## config.mk

```make
export PLATFORM = sky130hd
export DESIGN_NAME = range_letter_shift_engine_core
export DESIGN_NICKNAME = d
export VERILOG_FILES = /design/src/sv/rlse_pkg.sv /design/src/sv/rlse_ctrl.sv /design/src/sv/rlse_dp.sv /design/src/sv/range_letter_shift_engine_core.sv
export SDC_FILE = /design/constraint.sdc
export NUM_CORES = 1
export LEC_CHECK = 0
export BUFFER_PORTS_ARGS = -buffer_cell sky130_fd_sc_hd__buf_2
export CORE_ASPECT_RATIO = 0.5
export CORE_MARGIN = 5
export CORE_UTILIZATION = 57
export DETAILED_ROUTE_END_ITERATION = 8
export HOLD_SLACK_MARGIN = 0.1
export PLACE_DENSITY_LB_ADDON = 0.3
export SLEW_MARGIN = 5
export SYNTH_ARGS = -nofsm -noshare
export SYNTH_HDL_FRONTEND = slang
export SYNTH_HIERARCHICAL = 1
export SYNTH_SLANG_ARGS = --single-unit
```

## constraint.sdc

```tcl
create_clock -name clk_i -period 4.74 [get_ports clk_i]
set_input_delay 0.237 -clock clk_i [delete_from_list [all_inputs] [get_ports clk_i]]
set_output_delay 0.237 -clock clk_i [all_outputs]
set_load 0.03 [all_outputs]
```

## src/sv/rlse_pkg.sv

```systemverilog
package rlse_pkg;

  // Default string capacity
  localparam int unsigned MaxLenDef = 64;

  // Alphabet size for the cyclic shift
  localparam logic [5:0] LetterMod = 6'd26;

  // Request codes
  localparam logic [1:0] ReqLoad   = 2'd0;
  localparam logic [1:0] ReqShift  = 2'd1;
  localparam logic [1:0] ReqFinish = 2'd2;

  // Input transaction
  typedef struct packed {
    logic [1:0] req_type;
    logic [4:0] letter_in;
    logic [5:0] range_start;
    logic [5:0] range_end;
    logic       forward;
  } in_t;

  // Result transaction
  typedef struct packed {
    logic [4:0] letter_out;
    logic [5:0] position;
    logic       last;
  } out_t;

  // Controller to datapath commands
  typedef struct packed {
    logic load;
    logic shift_rd;
    logic shift_wr0;
    logic shift_wr1;
    logic fin_start;
    logic fin_emit;
    logic clear;
  } cmd_t;

  // Datapath to controller status
  typedef struct packed {
    logic range_ok;
    logic len_zero;
    logic last_idx;
    logic out_free;
  } sts_t;

  // Add two letter values modulo 26
  function automatic logic [4:0] add_mod26(input logic [4:0] a, input logic [4:0] b);
    logic [5:0] s;
    s = {1'b0, a} + {1'b0, b};
    if (s >= LetterMod) begin
      s = s - LetterMod;
    end
    return s[4:0];
  endfunction

endpackage

```

## src/sv/rlse_ctrl.sv

```systemverilog
module rlse_ctrl
  import rlse_pkg::*;
(
  input  logic       clk_i,
  input  logic       rst_ni,
  input  logic       in_valid_i,
  output logic       in_ready_o,
  input  logic [1:0] req_type_i,
  input  sts_t       sts_i,
  output cmd_t       cmd_o
);

  typedef enum logic [1:0] {
    S_IDLE,
    S_WR0,
    S_WR1,
    S_FIN
  } state_e;

  state_e state_q, state_d;
  logic   ready_q, ready_d;
  logic   accept;

  assign accept     = in_valid_i && ready_q;
  assign in_ready_o = ready_q;

  // Decode commands and next state
  always_comb begin
    cmd_o   = '0;
    state_d = state_q;
    case (state_q)
      S_IDLE: begin
        if (accept) begin
          case (req_type_i)
            ReqLoad: begin
              cmd_o.load = 1'b1;
            end
            ReqShift: begin
              if (sts_i.range_ok) begin
                cmd_o.shift_rd = 1'b1;
                state_d        = S_WR0;
              end
            end
            ReqFinish: begin
              if (sts_i.len_zero) begin
                cmd_o.clear = 1'b1;
              end else begin
                cmd_o.fin_start = 1'b1;
                state_d         = S_FIN;
              end
            end
            default: begin
              // drop unused request code
            end
          endcase
        end
      end
      S_WR0: begin
        cmd_o.shift_wr0 = 1'b1;
        state_d         = S_WR1;
      end
      S_WR1: begin
        cmd_o.shift_wr1 = 1'b1;
        state_d         = S_IDLE;
      end
      S_FIN: begin
        if (sts_i.out_free) begin
          cmd_o.fin_emit = 1'b1;
          if (sts_i.last_idx) begin
            cmd_o.clear = 1'b1;
            state_d     = S_IDLE;
          end
        end
      end
      default: begin
        state_d = S_IDLE;
      end
    endcase
    ready_d = (state_d == S_IDLE);
  end

  // Hold state and registered ready
  always_ff @(posedge clk_i or negedge rst_ni) begin
    if (!rst_ni) begin
      state_q <= S_IDLE;
      ready_q <= 1'b1;
    end else begin
      state_q <= state_d;
      ready_q <= ready_d;
    end
  end

endmodule

```

## src/sv/rlse_dp.sv

```systemverilog
module rlse_dp
  import rlse_pkg::*;
#(
  parameter int unsigned MAX_LEN = MaxLenDef
) (
  input  logic clk_i,
  input  logic rst_ni,
  input  in_t  in_data_i,
  input  cmd_t cmd_i,
  output sts_t sts_o,
  output logic out_valid_o,
  input  logic out_ready_i,
  output out_t out_data_o
);

  localparam int unsigned Depth = MAX_LEN + 1;
  localparam int unsigned AW    = (MAX_LEN > 1) ? $clog2(MAX_LEN) : 1;
  localparam int unsigned DAW   = $clog2(Depth);
  localparam int unsigned LW    = $clog2(Depth);

  // Storage
  logic [4:0]       letter_mem [MAX_LEN];
  logic [4:0]       diff_mem   [Depth];
  logic [Depth-1:0] diff_vld_q;

  // Control registers
  logic [LW-1:0]  len_q;
  logic [AW-1:0]  idx_q;
  logic [4:0]     run_q;
  logic [DAW-1:0] first_q;
  logic [DAW-1:0] endp1_q;
  logic           fwd_q;

  // Read data registers
  logic [4:0] letter_rd_q;
  logic [4:0] diff_a_q;
  logic [4:0] diff_b_q;
  logic       vld_a_q;
  logic       vld_b_q;

  // Output register
  out_t out_q;
  logic out_valid_q;

  logic [6:0]     idx_p1;
  logic [DAW-1:0] addr_a;
  logic [DAW-1:0] addr_b;
  logic [AW-1:0]  letter_addr;
  logic           rd_diff;
  logic           rd_letter;
  logic           full;
  logic [4:0]     letter_mod;
  logic [4:0]     diff_a;
  logic [4:0]     diff_b;
  logic [4:0]     run_n;
  logic [4:0]     step_up;
  logic [4:0]     step_down;
  logic           wr_en;
  logic [DAW-1:0] wr_addr;
  logic [4:0]     wr_data;

  assign idx_p1 = 7'(idx_q) + 7'd1;
  assign full   = (len_q == LW'(MAX_LEN));

  // Status towards the controller
  assign sts_o.range_ok = (in_data_i.range_start <= in_data_i.range_end) &&
                          (7'(in_data_i.range_end) < 7'(len_q));
  assign sts_o.len_zero = (len_q == '0);
  assign sts_o.last_idx = (idx_p1 == 7'(len_q));
  assign sts_o.out_free = !out_valid_q || out_ready_i;

  // Select read addresses
  always_comb begin
    addr_a      = DAW'(idx_p1);
    letter_addr = AW'(idx_p1);
    if (cmd_i.shift_rd) begin
      addr_a = DAW'(in_data_i.range_start);
    end else if (cmd_i.fin_start) begin
      addr_a      = '0;
      letter_addr = '0;
    end
  end
  assign addr_b    = DAW'(7'(in_data_i.range_end) + 7'd1);
  assign rd_diff   = cmd_i.shift_rd || cmd_i.fin_start || cmd_i.fin_emit;
  assign rd_letter = cmd_i.fin_start || cmd_i.fin_emit;

  // Unwritten difference entries read as zero
  assign diff_a = vld_a_q ? diff_a_q : 5'd0;
  assign diff_b = vld_b_q ? diff_b_q : 5'd0;

  assign step_up   = fwd_q ? 5'd1 : 5'd25;
  assign step_down = fwd_q ? 5'd25 : 5'd1;

  // Difference store write port
  always_comb begin
    wr_en   = cmd_i.shift_wr0 || cmd_i.shift_wr1;
    wr_addr = cmd_i.shift_wr0 ? first_q : endp1_q;
    wr_data = cmd_i.shift_wr0 ? add_mod26(diff_a, step_up) : add_mod26(diff_b, step_down);
  end

  assign letter_mod = (in_data_i.letter_in >= LetterMod[4:0]) ?
                      (in_data_i.letter_in - LetterMod[4:0]) : in_data_i.letter_in;

  assign run_n = add_mod26(run_q, diff_a);

  // Letter store
  always_ff @(posedge clk_i) begin
    if (cmd_i.load && !full) begin
      letter_mem[len_q[AW-1:0]] <= letter_mod;
    end
    if (rd_letter) begin
      letter_rd_q <= letter_mem[letter_addr];
    end
  end

  // Difference store
  always_ff @(posedge clk_i) begin
    if (wr_en) begin
      diff_mem[wr_addr] <= wr_data;
    end
    if (rd_diff) begin
      diff_a_q <= diff_mem[addr_a];
      diff_b_q <= diff_mem[addr_b];
    end
  end

  // Capture shift operands and emit payload
  always_ff @(posedge clk_i) begin
    if (cmd_i.shift_rd) begin
      first_q <= DAW'(in_data_i.range_start);
      endp1_q <= addr_b;
      fwd_q   <= in_data_i.forward;
    end
    if (cmd_i.fin_emit) begin
      out_q.letter_out <= add_mod26(letter_rd_q, run_n);
      out_q.position   <= 6'(idx_q);
      out_q.last       <= sts_o.last_idx;
    end
  end

  // Control state: length, walk index, running sum, valid bits
  always_ff @(posedge clk_i or negedge rst_ni) begin
    if (!rst_ni) begin
      len_q       <= '0;
      idx_q       <= '0;
      run_q       <= '0;
      diff_vld_q  <= '0;
      vld_a_q     <= 1'b0;
      vld_b_q     <= 1'b0;
      out_valid_q <= 1'b0;
    end else begin
      if (cmd_i.load && !full) begin
        len_q <= len_q + LW'(1);
      end
      if (rd_diff) begin
        vld_a_q <= diff_vld_q[addr_a];
        vld_b_q <= diff_vld_q[addr_b];
      end
      if (wr_en) begin
        diff_vld_q[wr_addr] <= 1'b1;
      end
      if (cmd_i.fin_start) begin
        idx_q <= '0;
        run_q <= '0;
      end else if (cmd_i.fin_emit) begin
        idx_q <= AW'(idx_p1);
        run_q <= run_n;
      end
      if (cmd_i.clear) begin
        len_q      <= '0;
        diff_vld_q <= '0;
      end
      if (cmd_i.fin_emit) begin
        out_valid_q <= 1'b1;
      end else if (out_ready_i) begin
        out_valid_q <= 1'b0;
      end
    end
  end

  assign out_valid_o = out_valid_q;
  assign out_data_o  = out_q;

endmodule

```

## src/sv/range_letter_shift_engine_core.sv

```systemverilog
// Range letter shift engine. Load items append one letter (0..25, larger codes
// stored modulo 26). Shift items record +1/-1 over an inclusive range as two
// updates of a difference store: one read of both ends, then one write each, set
// by the single write port of that store. A finish item walks the string with a
// running prefix sum and emits one shifted letter per cycle while the result side
// takes them; the store and length are then cleared at once.
// Out-of-range shifts, loads past MAX_LEN and request code 3 are dropped.
module range_letter_shift_engine_core
  import rlse_pkg::*;
#(
  parameter int unsigned MAX_LEN = MaxLenDef
) (
  input  logic clk_i,
  input  logic rst_ni,
  input  logic in_valid_i,
  output logic in_ready_o,
  input  in_t  in_data_i,
  output logic out_valid_o,
  input  logic out_ready_i,
  output out_t out_data_o
);

  cmd_t cmd;
  sts_t sts;

  // Sequence each transaction
  rlse_ctrl u_ctrl (
    .clk_i      (clk_i),
    .rst_ni     (rst_ni),
    .in_valid_i (in_valid_i),
    .in_ready_o (in_ready_o),
    .req_type_i (in_data_i.req_type),
    .sts_i      (sts),
    .cmd_o      (cmd)
  );

  // Stores, walk and result register
  rlse_dp #(
    .MAX_LEN (MAX_LEN)
  ) u_dp (
    .clk_i       (clk_i),
    .rst_ni      (rst_ni),
    .in_data_i   (in_data_i),
    .cmd_i       (cmd),
    .sts_o       (sts),
    .out_valid_o (out_valid_o),
    .out_ready_i (out_ready_i),
    .out_data_o  (out_data_o)
  );

endmodule

```

==> report_table.html <==
<table>
<tr><th>Metric</th><th>Value</th></tr>
<tr><th colspan="2">STA</th></tr>
<tr><td>Setup repair after global routing missed its margin</td><td>true</td></tr>
<tr><td>Number of pins exceeding their max-slew limit in the final report</td><td>0</td></tr>
<tr><td>Setup_tns</td><td>0 ps</td></tr>
<tr><td>Hold Vio Cnt, Final</td><td>0</td></tr>
<tr><td>Share of the clock period used by the worst path</td><td>96.18%</td></tr>
<tr><td>Worst Setup Slack, final</td><td>180.9 ps</td></tr>
<tr><td>Minimum period implied by the final worst setup slack</td><td>4559 ps</td></tr>
<tr><td>Maximum clock skew at final layout</td><td>20.59 ps</td></tr>
<tr><td>Normalized max-slew margin</td><td>21.98%</td></tr>
<tr><td>Slew at the pin with the worst max-slew slack</td><td>1165 ps</td></tr>
<tr><td>Number of failing setup endpoints in the final timing report</td><td>0</td></tr>
<tr><td>Upper clock frequency limit</td><td>219.3 MHz</td></tr>
<tr><th colspan="2">Power and ir drop</th></tr>
<tr><td>Int Pwr</td><td>14.84 mW</td></tr>
<tr><td>Net switching power figure</td><td>7.667 mW</td></tr>
<tr><td>Power Density</td><td>549.9 mW/mm^2</td></tr>
<tr><td>Switching fraction of total power</td><td>34.07%</td></tr>
<tr><td>Max VDD drop</td><td>0.0007085 V</td></tr>
<tr><td>Clock share of power</td><td>26.9%</td></tr>
<tr><td>Leakage power of the design</td><td>13.81 nW</td></tr>
<tr><td>Sequential power share</td><td>40.1%</td></tr>
<tr><td>Comb pwr share</td><td>33.0%</td></tr>
<tr><th colspan="2">Cells and area</th></tr>
<tr><td>Post-route non-filler standard cell count</td><td>3703</td></tr>
<tr><td>Number of inserted diodes</td><td>0</td></tr>
<tr><td>Net total in the final layout</td><td>2876</td></tr>
<tr><td>Fraction of final layout cells sized beyond drive strength 1</td><td>17.31%</td></tr>
<tr><td>Synth-to-Final Area Change</td><td>11.25%</td></tr>
<tr><th colspan="2">Route</th></tr>
<tr><td>Routed wire length</td><td>100700 um</td></tr>
<tr><td>Detail-routed net length per standard cell</td><td>27.20 um</td></tr>
<tr><td>First-iteration detailed-routing DRC count</td><td>3386</td></tr>
<tr><td>Number of detailed-route iterations in the first pass</td><td>9</td></tr>
<tr><td>Post-route DRC violation count</td><td>0</td></tr>
<tr><td>Vias</td><td>24970</td></tr>
<tr><td>Routed via count divided by cell count</td><td>6.743</td></tr>
<tr><td>Antenna-violating nets left</td><td>0</td></tr>
<tr><th colspan="2">Floorplanning</th></tr>
<tr><td>IO Pins</td><td>38</td></tr>
<tr><td>Initial core utilization</td><td>57.99%</td></tr>
<tr><td>Die height</td><td>189.6 um</td></tr>
<tr><td>Count of standard-cell rows</td><td>65</td></tr>
<tr><td>Horizontal extent of the die</td><td>369.3 um</td></tr>
<tr><td>CORE AREA</td><td>0.06344 sq mm</td></tr>
<tr><td>Die Area</td><td>0.07002 sq mm</td></tr>
<tr><th colspan="2">Placement</th></tr>
<tr><td>Number of input and output port buffers inserted</td><td>37</td></tr>
<tr><td>GP Congestion</td><td>0.9420</td></tr>
<tr><td>Post-Place Setup Slack</td><td>27.92 ps</td></tr>
<tr><td>Number of cells after detailed placement</td><td>3559</td></tr>
<tr><td>Detail Placement HPWL</td><td>66270 um</td></tr>
<tr><th colspan="2">Worst setup path</th></tr>
<tr><td>Crit path max fanout</td><td>18</td></tr>
<tr><td>Reg2Reg Launch Point</td><td>u_dp/len_q[2]$_DFFE_PN0P_</td></tr>
<tr><td>Critical path startpoint category</td><td>flip-flop</td></tr>
<tr><td>Capturing point of the worst reg2reg path</td><td>u_dp/diff_a_q[4]$_DFFE_PP_</td></tr>
<tr><td>Internal reg-to-reg setup slack</td><td>180 ps</td></tr>
<tr><td>CP Data Arrival Time</td><td>4920 ps</td></tr>
<tr><td>Cell depth of the worst flop-to-flop path</td><td>18</td></tr>
<tr><td>Critical path type</td><td>flip-flop to flip-flop</td></tr>
<tr><td>Req. time, crit path</td><td>5100 ps</td></tr>
<tr><td>Setup crit end kind</td><td>flip-flop</td></tr>
<tr><th colspan="2">Outcome</th></tr>
<tr><td>Run status</td><td>completed</td></tr>
<tr><th colspan="2">Worst hold path</th></tr>
<tr><td>Min-delay worst type</td><td>input port to async pin</td></tr>
<tr><th colspan="2">Logic synthesis</th></tr>
<tr><td>Post-synthesis simple-gate area fraction</td><td>11.54%</td></tr>
<tr><td>Multiplexer share of the synthesized area</td><td>12.27%</td></tr>
<tr><td>Unique masters post-synth</td><td>82</td></tr>
<tr><td>Area share of the largest cell type after synthesis</td><td>56.00%</td></tr>
<tr><td>Per-instance average area after synthesis</td><td>13.32 sq um</td></tr>
<tr><td>Fraction of registers with async set or reset after synthesis</td><td>11.48%</td></tr>
<tr><td>Number of standard cells after synthesis</td><td>2761</td></tr>
<tr><td>Share of synthesized cell area in full adder, half adder and majority cells</td><td>1.480%</td></tr>
<tr><td>Syn_nets</td><td>2827</td></tr>
<tr><td>Count of warnings emitted by yosys</td><td>6</td></tr>
<tr><td>Post-synthesis cell area</td><td>0.03678 sq mm</td></tr>
<tr><td>Commonest cells in the netlist</td><td>sky130_fd_sc_hd__edfxtp_1 (686), sky130_fd_sc_hd__nand2_1 (376), sky130_fd_sc_hd__nor2_1 (285)</td></tr>
<tr><td>Predominant post-synthesis flop cell</td><td>sky130_fd_sc_hd__edfxtp_1</td></tr>
<tr><td>Count of flip-flops with a built-in enable after synthesis</td><td>686</td></tr>
<tr><td>FF+latch count, synth</td><td>775</td></tr>
<tr><td>Compound-gate portion of the synthesized area</td><td>8.701%</td></tr>
<tr><td>Cell with the most instances after synthesis</td><td>sky130_fd_sc_hd__edfxtp_1</td></tr>
<tr><td>Register area share after synthesis</td><td>62.06%</td></tr>
<tr><td>Combinational family with the most area after synthesis</td><td>multiplexers</td></tr>
<tr><td>Library cell occupying the most area in the post-synthesis netlist</td><td>sky130_fd_sc_hd__edfxtp_1</td></tr>
<tr><td>Share of the synthesized netlist area taken by xor and xnor gates</td><td>1.068%</td></tr>
<tr><td>Main area contributors after synthesis</td><td>sky130_fd_sc_hd__edfxtp_1 (56%), sky130_fd_sc_hd__mux4_2 (9.1%), sky130_fd_sc_hd__dfrtp_1 (6.0%)</td></tr>
<tr><th colspan="2">Clock tree</th></tr>
<tr><td>Clock tree from TritonCTS</td><td>yes</td></tr>
<tr><td>Largest buffer count on any clock path</td><td>3</td></tr>
<tr><td>Master cell of the clock root buffer</td><td>sky130_fd_sc_hd__clkbuf_16</td></tr>
<tr><td>Clock input transition at the sequential cells of the worst setup and hold paths</td><td>70 ps</td></tr>
<tr><td>Number of buffers inserted during clock tree synthesis</td><td>71</td></tr>
<tr><td>CTS H-tree depth</td><td>3</td></tr>
<tr><td>Skew-Pair Late Insertion Delay</td><td>630 ps</td></tr>
<tr><td>CTS sink count</td><td>775</td></tr>
<tr><th colspan="2">Global routing</th></tr>
<tr><td>Global route overflow</td><td>0</td></tr>
<tr><td>Pin count of the biggest net entering global routing</td><td>97</td></tr>
<tr><td>Total global-route track usage</td><td>28.55%</td></tr>
<tr><td>Initial antenna violation count</td><td>2</td></tr>
<tr><td>First-pass GRT wire length</td><td>150400 um</td></tr>
<tr><td>Vias in the first global route</td><td>24280</td></tr>
<tr><th colspan="2">Flow run</th></tr>
<tr><td>Max-capacitance violation count</td><td>0</td></tr>
</table>
## registers in the layout, indices dropped and copies added (netlist names), 5 cells and up
| name | flops |
|---|---|
| u_dp/endp1_q | 7 |
| u_dp/letter_mem | 320 |
| u_dp/diff_vld_q | 65 |
| u_dp/letter_rd_q | 5 |
| u_dp/len_q | 7 |
| u_dp/first_q | 6 |
| u_dp/run_q | 5 |
| u_dp/idx_q | 6 |
| u_dp/out_data_o | 12 |
| u_dp/diff_mem | 325 |
| u_dp/diff_a_q | 5 |
| u_dp/diff_b_q | 5 |
## placed cells by master, fill, tap and decap left out, drive strengths merged, types with 13 or more instances in the layout
master  count
edfxtp    686
nand2     377
nor2      285
mux4      151
buf       147
nand3     106
mux2i      98
clkbuf     89
dfrtp      88
a21oi      80
a211oi     78
inv        50
nor2b      47
a31oi      46
o21ai      44
a311oi     44
ha         41
and3       28
xnor2      28
nand4      26
and2       26
clkinv     26
o22ai      23
nor3       19
nand2b     16
xor2       16
a221oi     14
o21ba      13
## through the flow
stage | total power [mW] | util [%] | hold slack [ps] | instance area (sq um)
finish | 22.50 | 64.51 | 207.1 | 40920
detailed placement | 16.29 | 60.41 | 352.6 | 38320
floorplan | 13.84 | - | -58.59 | 36780
global placement | 16.07 | 60.41 | 349.6 | 38320
CTS | 22.29 | 64.41 | 197.6 | 40860
global route | 23.43 | 64.51 | 250.7 | 40920
## per-layer routing
layer / part of all wire, % / GRT usage [%] / vias to the layer above
met5: 0.023 / 0 / -
met4: 4.1 / 10.58 / 4
met3: 12 / 9.120 / 272
met2: 45 / 44.47 / 1629
met1: 38 / 38.18 / 12430
li1: - / - / 10630
## area by class of cell
cell class	instances	area, sq um
sequential	775	22830
tap	837	1047
clock buffer	88	1924
timing repair buffer	159	1297
clock inverter	41	501.7
inverter	49	183.9
fill	4541	22510
multi-input combinational	1754	13140
## critical path: stages, from the launching register on
cell	delay, ps
sky130_fd_sc_hd__dfrtp_1	460
sky130_fd_sc_hd__inv_1	140
sky130_fd_sc_hd__ha_1	300
sky130_fd_sc_hd__o21ai_0	70
sky130_fd_sc_hd__a21boi_0	160
sky130_fd_sc_hd__o21ai_0	100
sky130_fd_sc_hd__nand2b_1	90
sky130_fd_sc_hd__a21oi_1	70
sky130_fd_sc_hd__o22a_1	220
sky130_fd_sc_hd__and3_2	260
sky130_fd_sc_hd__nor3b_1	410
sky130_fd_sc_hd__a21o_2	330
sky130_fd_sc_hd__buf_4	330
sky130_fd_sc_hd__mux4_2	540
sky130_fd_sc_hd__mux2i_1	190
sky130_fd_sc_hd__o2bb2ai_1	120
sky130_fd_sc_hd__a211oi_1	270
sky130_fd_sc_hd__buf_4	170
sky130_fd_sc_hd__o22ai_1	70
## power by group through the flow
stage / clock, mW / sequential [mW] / combinational [mW]
after floorplan: 0 / 9.13 / 4.71
after global placement: 0 / 9.14 / 6.93
after detailed placement: 0 / 9.15 / 7.14
after CTS: 6.11 / 9.01 / 7.17
after global routing: 6.42 / 9.05 / 7.97
final: 6.06 / 9.03 / 7.42
## how the worst max path moves through the flow
stage	from	endpoint	slack (ps)	cells after the start
3_3_place_gp	in_data_i[2]	u_dp/diff_a_q[4]$_DFFE_PP_	110	19
3_5_place_dp	in_data_i[2]	u_dp/diff_a_q[4]$_DFFE_PP_	30	19
6_report	u_dp/len_q[2]$_DFFE_PN0P_	u_dp/diff_a_q[4]$_DFFE_PP_	180	18
2_1_floorplan	u_dp/vld_a_q$_DFFE_PN0P_	u_dp/diff_mem[0][4]$_DFFE_PP_	100	12
5_1_grt	u_dp/len_q[2]$_DFFE_PN0P_	u_dp/diff_a_q[3]$_DFFE_PP_	-9	19
4_1_cts	u_dp/len_q[2]$_DFFE_PN0P_	u_dp/diff_a_q[4]$_DFFE_PP_	160	17
## timing repair
action | in CTS | in global routing
buffers inserted | 0 | 4
hold endpoints to repair | 60 | 0
setup endpoints to repair | 0 | 12
hold buffers | 11 | 0
resized for setup | 0 | 13
## logic make-up (layout without fill, tap and decap cells)
family,count (synthesis),count (layout)
XOR/XNOR,44,44
adder cells (fa/ha/maj),43,43
flip-flops,775,775
buffers and inverters,232,337
multiplexers,259,259
AND/OR/NAND/NOR,960,960
AO/OA/AOI/OAI,448,448
No activity file was read; power rests on OpenSTA's default activity.
